### config.mk
export PLATFORM = sky130hd
export DESIGN_NAME = hsv_to_rgb_converter
export DESIGN_NICKNAME = d
export VERILOG_FILES = /design/src/rtl/hsv2rgb_pkg.sv /design/src/rtl/hsv_to_rgb_converter.sv
export SDC_FILE = /design/constraint.sdc
export NUM_CORES = 2
export LEC_CHECK = 0
export ABC_AREA = 1
export BUFFER_PORTS_ARGS = -buffer_cell sky130_fd_sc_hd__buf_4
export CORE_MARGIN = 3
export CORE_UTILIZATION = 60
export CTS_CLUSTER_SIZE = 28
export DETAILED_ROUTE_END_ITERATION = 12
export HOLD_SLACK_MARGIN = 0.08
export PLACE_DENSITY = 0.79
export SETUP_SLACK_MARGIN = 0.2
export SYNTH_ARGS = -nofsm -noshare
export SYNTH_HDL_FRONTEND = slang
export SYNTH_SLANG_ARGS = --single-unit
export TNS_END_PERCENT = 30
### constraint.sdc
create_clock -name i_clk -period 6.8 [get_ports i_clk]
set_clock_uncertainty 0.15 [all_clocks]
set_input_delay 0.34 -clock i_clk [delete_from_list [all_inputs] [get_ports i_clk]]
set_output_delay 0.34 -clock i_clk [all_outputs]
set_load 0.1 [all_outputs]
### src/rtl/hsv2rgb_pkg.sv
// ----------------------------------------------------------------------------
// hsv2rgb_pkg
// types and constants for the hsv to rgb pixel converter
// ----------------------------------------------------------------------------
`default_nettype none

package hsv2rgb_pkg;

    localparam int unsigned FIELD_W  = 17;
    localparam int unsigned CHAN_W   = 8;
    localparam int unsigned IN_DATA_W  = 56;
    localparam int unsigned OUT_DATA_W = 24;
    localparam int unsigned STAGES   = 5;

    typedef logic [FIELD_W-1:0] t_q16;
    typedef logic [CHAN_W-1:0]  t_chan;

    typedef enum logic [2:0] {
        SECT_RED_TO_YELLOW   = 3'd0,
        SECT_YELLOW_TO_GREEN = 3'd1,
        SECT_GREEN_TO_CYAN   = 3'd2,
        SECT_CYAN_TO_BLUE    = 3'd3,
        SECT_BLUE_TO_MAGENTA = 3'd4,
        SECT_MAGENTA_TO_RED  = 3'd5
    } t_sector;

endpackage

`default_nettype wire

### src/rtl/hsv_to_rgb_converter.sv
// ----------------------------------------------------------------------------
// hsv_to_rgb_converter
// converts one q16 hsv pixel per item into one 8-bit rgb pixel
// ----------------------------------------------------------------------------
// Usage
//   input stream  : s_axis, tdata = hue, saturation, brightness (17 bits each,
//                   unsigned q16, 65536 = 1.0), tuser = hue_undefined
//   output stream : m_axis, tdata = red, green, blue (8 bits each)
//   pipeline      : five register stages (a, b, c, d and output); an accepted
//                   item raises o_m_axis_tvalid once it has passed stages a to
//                   d into the output register, each move held during a stall
//   throughput    : one item per cycle unless stalled; the depth follows from
//                   the chain s*f, then v*(1 - s*f), then the scale by 255 and
//                   rounding, each multiply in a stage of its own
//   reset         : i_rst_n clears every stage valid bit, payload is not reset
//   stall         : while the output item waits for i_m_axis_tready, all
//                   stages hold and o_s_axis_tready is low; nothing is lost
//                   or repeated, and empty stages are filled as ready returns
// ----------------------------------------------------------------------------
`default_nettype none

module hsv_to_rgb_converter
    import hsv2rgb_pkg::*;
(
    input  wire logic                  i_clk,
    input  wire logic                  i_rst_n,
    input  wire logic                  i_s_axis_tvalid,
    output logic                       o_s_axis_tready,
    input  wire logic [IN_DATA_W-1:0]  i_s_axis_tdata,  // hue, saturation, brightness, zero pad
    input  wire logic                  i_s_axis_tuser,  // hue_undefined
    output logic                       o_m_axis_tvalid,
    input  wire logic                  i_m_axis_tready,
    output logic [OUT_DATA_W-1:0]      o_m_axis_tdata   // red, green, blue
);

    logic                w_en;
    logic [STAGES-1:0]   r_vld;

    // stage a
    t_q16         w_hue, w_sat, w_val;
    logic [19:0]  w_h6;
    logic [3:0]   w_sec_raw;
    logic [16:0]  w_f;
    logic [25:0]  w_cv_x;
    t_sector      n_a_sector;
    t_chan        n_a_cv;
    t_sector      r_a_sector;
    t_q16         r_a_v, r_a_s, r_a_f;
    logic         r_a_undef;
    t_chan        r_a_cv;

    // stage b
    logic signed [17:0]  w_oms;
    logic signed [34:0]  n_b_m;
    logic [33:0]         n_b_sf;
    logic signed [34:0]  r_b_m;
    logic [33:0]         r_b_sf;
    t_sector             r_b_sector;
    t_q16                r_b_v;
    logic                r_b_undef;
    t_chan               r_b_cv;

    // stage c
    logic signed [34:0]  n_c_t;
    logic [41:0]         w_cm_x;
    t_chan               n_c_cm;
    logic signed [34:0]  r_c_t;
    t_chan               r_c_cm;
    t_sector             r_c_sector;
    t_q16                r_c_v;
    logic                r_c_undef;
    t_chan               r_c_cv;

    // stage d
    logic signed [51:0]  n_d_n;
    logic signed [51:0]  r_d_n;
    t_chan               r_d_cm;
    t_sector             r_d_sector;
    logic                r_d_undef;
    t_chan               r_d_cv;

    // output stage
    logic [57:0]             w_cn_x;
    t_chan                   w_cn;
    logic [OUT_DATA_W-1:0]   n_out;
    logic [OUT_DATA_W-1:0]   r_out;

    assign w_en            = !r_vld[STAGES-1] || i_m_axis_tready;
    assign o_s_axis_tready = w_en;
    assign o_m_axis_tvalid = r_vld[STAGES-1];
    assign o_m_axis_tdata  = r_out;

    always_ff @(posedge i_clk) begin
        if (!i_rst_n) begin
            r_vld <= '0;
        end else if (w_en) begin
            r_vld <= {r_vld[STAGES-2:0], i_s_axis_tvalid};
        end
    end

    // stage a: sector, fraction and gray channel
    assign w_hue     = i_s_axis_tdata[16:0];
    assign w_sat     = i_s_axis_tdata[33:17];
    assign w_val     = i_s_axis_tdata[50:34];
    assign w_h6      = ({1'b0, w_hue, 2'b00}) + ({2'b00, w_hue, 1'b0});
    assign w_sec_raw = w_h6[19:16];
    assign w_f       = w_sec_raw[0] ? {1'b0, w_h6[15:0]}
                                    : (17'h10000 - {1'b0, w_h6[15:0]});
    assign w_cv_x    = ({1'b0, w_val, 8'h00}) - {9'h000, w_val} + 26'h0008000;

    always_comb begin
        if (w_sec_raw >= 4'd6) begin
            n_a_sector = t_sector'(3'(w_sec_raw - 4'd6));
        end else begin
            n_a_sector = t_sector'(w_sec_raw[2:0]);
        end
        if (w_cv_x[25:24] != 2'b00) begin
            n_a_cv = '1;
        end else begin
            n_a_cv = w_cv_x[23:16];
        end
    end

    // stage b: m = v*(1-s) and s*f
    assign w_oms  = 18'sh10000 - $signed({1'b0, r_a_s});
    assign n_b_m  = $signed({1'b0, r_a_v}) * w_oms;
    assign n_b_sf = r_a_s * r_a_f;

    // stage c: 1 - s*f and the m channel
    assign n_c_t  = 35'sh100000000 - $signed({1'b0, r_b_sf});
    assign w_cm_x = ({r_b_m[33:0], 8'h00}) - {8'h00, r_b_m[33:0]} + 42'h080000000;

    always_comb begin
        if (r_b_m[34]) begin
            n_c_cm = '0;
        end else if (w_cm_x[41:40] != 2'b00) begin
            n_c_cm = '1;
        end else begin
            n_c_cm = w_cm_x[39:32];
        end
    end

    // stage d: n = v*(1 - s*f)
    assign n_d_n = $signed({1'b0, r_c_v}) * r_c_t;

    // output stage: n channel and channel order
    assign w_cn_x = ({1'b0, r_d_n[48:0], 8'h00}) - {9'h000, r_d_n[48:0]}
                    + 58'h0000800000000000;

    always_comb begin
        if (r_d_n[51]) begin
            w_cn = '0;
        end else if (w_cn_x[57:56] != 2'b00) begin
            w_cn = '1;
        end else begin
            w_cn = w_cn_x[55:48];
        end
        if (r_d_undef) begin
            n_out = {r_d_cv, r_d_cv, r_d_cv};
        end else begin
            unique case (r_d_sector)
                SECT_RED_TO_YELLOW:   n_out = {r_d_cm, w_cn, r_d_cv};
                SECT_YELLOW_TO_GREEN: n_out = {r_d_cm, r_d_cv, w_cn};
                SECT_GREEN_TO_CYAN:   n_out = {w_cn, r_d_cv, r_d_cm};
                SECT_CYAN_TO_BLUE:    n_out = {r_d_cv, w_cn, r_d_cm};
                SECT_BLUE_TO_MAGENTA: n_out = {r_d_cv, r_d_cm, w_cn};
                SECT_MAGENTA_TO_RED:  n_out = {w_cn, r_d_cm, r_d_cv};
                default:              n_out = {w_cn, r_d_cm, r_d_cv};
            endcase
        end
    end

    always_ff @(posedge i_clk) begin
        if (w_en) begin
            r_a_sector <= n_a_sector;
            r_a_v      <= w_val;
            r_a_s      <= w_sat;
            r_a_f      <= w_f;
            r_a_undef  <= i_s_axis_tuser;
            r_a_cv     <= n_a_cv;

            r_b_m      <= n_b_m;
            r_b_sf     <= n_b_sf;
            r_b_sector <= r_a_sector;
            r_b_v      <= r_a_v;
            r_b_undef  <= r_a_undef;
            r_b_cv     <= r_a_cv;

            r_c_t      <= n_c_t;
            r_c_cm     <= n_c_cm;
            r_c_sector <= r_b_sector;
            r_c_v      <= r_b_v;
            r_c_undef  <= r_b_undef;
            r_c_cv     <= r_b_cv;

            r_d_n      <= n_d_n;
            r_d_cm     <= r_c_cm;
            r_d_sector <= r_c_sector;
            r_d_undef  <= r_c_undef;
            r_d_cv     <= r_c_cv;

            r_out      <= n_out;
        end
    end

    // an accepted item reaches the output if stages b, c, d and the output stay enabled
    assert property (@(posedge i_clk) disable iff (!i_rst_n)
        (i_s_axis_tvalid && o_s_axis_tready) ##1 w_en ##1 w_en ##1 w_en ##1 w_en
        |=> o_m_axis_tvalid)
        else $error("accepted item did not reach the output");

    // a gray item leaves with three equal channels
    assert property (@(posedge i_clk) disable iff (!i_rst_n)
        (r_vld[STAGES-2] && r_d_undef && w_en)
        |=> (o_m_axis_tdata[7:0] == o_m_axis_tdata[15:8])
            && (o_m_axis_tdata[15:8] == o_m_axis_tdata[23:16]))
        else $error("gray item has unequal channels");

    // a stalled output holds the whole pipeline
    assert property (@(posedge i_clk) disable iff (!i_rst_n)
        (o_m_axis_tvalid && !i_m_axis_tready) |=> $stable(r_vld))
        else $error("pipeline moved during a stall");

endmodule

`default_nettype wire
==> results_dict.tcl <==
set metrics [dict create \
    synth_top_family_by_area "adder cells" \
    crit_required_ps 7000 \
    period_minus_slack_ps 7180 \
    num_vias 48200 \
    r2r-end "r_b_m[29]" \
    clockBufferDepth 3 \
    async_reset_ff_share_pct 0 \
    post_drt_wl_per_cell_um 17.5 \
    gp_congestion 1.01 \
    holdPathStages 4 \
    violations "setup timing" \
    synth-edff-count 323 \
    grt_util_all_layers_pct 31.0 \
    coreArea_um2 98600 \
    yosysMostFrequentCell "inv_1" \
    slowest_delay_ps 570 \
    synth.area.top_cells "fa_1 33%, edfxtp_1 16%, inv_1 12%" \
    drcViolationCount 0 \
    syn_area_per_cell_um2 8.09 \
    htreeDepth 2 \
    root_buffer "clkbuf_16" \
    cp_slowest_cell "fa_1" \
    cp.arrival_ps 7390 \
    max_cap_violations 0 \
    ys.flop_type "edfxtp_1" \
    synth-seq-cells 328 \
    yosys_warnings 0 \
    fp.dieH_um 322 \
    hold_violations 0 \
    whs_ps 199 \
    synth_compound_area_share_pct 4.13 \
    yosysUniqueCellTypes 51 \
    synthSimpleGateAreaFrac_pct 17.7 \
    hold_path_class "in2reg" \
    clkTransAtPathRegs_ps 60 \
    grt_pass1_wl_um 256000 \
    drv_slew 0 \
    rsz0062_at_grt "yes" \
    dp_hpwl_um 129000 \
    final_cells 8937 \
    netlist.area_leader.share_pct 33.4 \
    outcome "complete, but fails checks" \
    final-setup-viol-count 18 \
    synth_xor_area_share_pct 2.77 \
    rr_startpoint "r_a_s[1]" \
    min_period_over_period_pct 106 \
    crit_family "adder cells" \
    num-nets-final 9228 \
    synth_common_cells "1,983 x inv_1, 1,900 x nand2_1, 995 x fa_1, 554 x ha_1, 404 x nor2_1" \
    cts_buffers 41 \
    drt_first_pass_iters 6 \
    synth_cells 7382 \
    fillers 7925 \
    antenna_found_initial 1 \
    cts_tree "done" \
    grt_max_degree 133 \
    first_global_vias 51100 \
    numPlacedInstances 8798 \
    syn_area_um2 59700 \
    cp-end-kind "flop" \
    finalCoreUtilization_pct 67.2 \
    port_buffers 81 \
    worst-path-buf-inv 8 \
    holdPathEnd "r_a_f[2]" \
    synth-adder-area-share_pct 45.0 \
    rrSetupSlack_ps -380 \
    yosysTopAreaCell "fa_1" \
    cts_sinks 328 \
    post-place-ws_ps -584 \
    dieArea_um2 103000 \
    diodes 0 \
    ioPinCount 87 \
    drive_above_1_share_pct 8.77 \
    drt_iter0_markers 3440 \
    crit_top_cell "fa_1" \
    cp_max_fo 7 \
    ys_seq_area_share_pct 16.4 \
    hold_start "i_s_axis_tdata[1]" \
    antenna_left 0 \
    slew_headroom_pct 26.1 \
    synth_nets 8992 \
    grt-ovfl-total 0 \
    synth_mux_area_share_pct 0 \
    fmax_ghz 0.139 \
    die_w_um 322 \
    viasPerCell 5.39 \
    clk_latency_ps 620 \
    tightestPinTransition_ps 1100 \
    num_rows 115 \
    crit_type "reg2reg" \
    reg2reg_depth 30 \
    drt_wl_total_um 156000 \
    syn_to_final_growth_pct 10.9 \
    critPathLaunchType "flop" \
    fin_ws_ps -385 \
    start_util_pct 60.6 \
]
what timing repair did:
action | CTS | global route
gates resized for setup | 104 | 90
hold endpoints to repair | 42 | 0
setup endpoints to repair | 22 | 40
pin swaps | 77 | 51
buffers inserted | 23 | 1
hold buffers | 40 | 0
area by class of cell:
class,count,area (um2),area share [%]
Clock buffer,47,1050,1.58
Clock inverter,28,268,0.404
Inverter,1988,7480,11.3
Multi-Input combinational cell,4821,42400,64.0
Sequential cell,328,9800,14.8
Tap cell,1287,1610,2.43
Timing Repair Buffer,438,3620,5.46
per-stage QoR:
step,setup TNS (ps),instance area (um2)
final,-3970,66300
after CTS,-3480,65900
after global routing,-8670,66300
after detailed placement,-7910,63600
after floorplan,-2920,60000
after global placement,-5720,63600
routing by layer:
metal  track usage, %  vias to the layer above  wire [um]
met5                0                        -         14
met4             12.3                        2       7200
met3             3.79                      464      11100
met2             53.7                     1900      76800
met1             39.9                    23500      61000
li1                 -                    22300          -
worst min-delay path, delay by kind of cell:
kind | cells | cell delay (ps)
buf+inv | 2 | 190
fa+ha+maj | 1 | 150
xor+xnor | 1 | 130
how the worst max path moves through the flow:
stage                      endpoint      from  slack [ps]  cells past startpoint
final                     r_b_m[29]  r_a_s[1]        -380                     30
after global placement    r_b_m[30]  r_a_s[1]        -460                     30
after detailed placement  r_b_m[30]  r_a_s[1]        -580                     32
after global routing      r_b_m[30]  r_a_s[1]        -660                     34
after CTS                 r_b_m[30]  r_a_s[1]        -370                     34
after floorplan           r_b_m[32]  r_a_s[1]        -330                     35
cells by family (layout without fill, tap and decap cells):
| group | Yosys count | count (layout) |
|---|---|---|
| xor+xnor | 189 | 189 |
| buf+inv | 2233 | 2501 |
| simple gates | 2644 | 2644 |
| flops | 328 | 328 |
| compound gates | 439 | 439 |
| fa+ha+maj | 1549 | 1549 |
flip-flops by register name, indices dropped and copies added, names as in the netlist, 5 cells and up:
signal / cells
r_a_s: 17
r_c_v: 17
r_b_v: 17
r_a_f: 16
r_b_m: 35
r_b_sf: 33
r_c_cm: 8
r_vld: 5
r_d_cm: 8
r_a_cv: 8
r_c_cv: 8
o_m_axis_tdata: 24
r_c_t: 34
r_a_v: 17
r_d_cv: 8
r_d_n: 49
r_b_cv: 8
cell usage in the layout (no fill, tap or decap), drive strengths merged, types with 47 or more instances in the layout:
cell type  Yosys  layout
inv         1986    1992
nand2       1904    1904
fa           995     995
ha           554     554
nor2         419     419
buf           18     398
edfxtp       323     323
a21oi        209     209
nand3        180     180
xor2         125     125
o21ai        121     121
xnor2         64      64
nor3          58      58
clkbuf       227      47
Power is left out: the tool's default activity adds up to more than one toggle a clock period on the data nets, which glitch-free logic cannot reach.
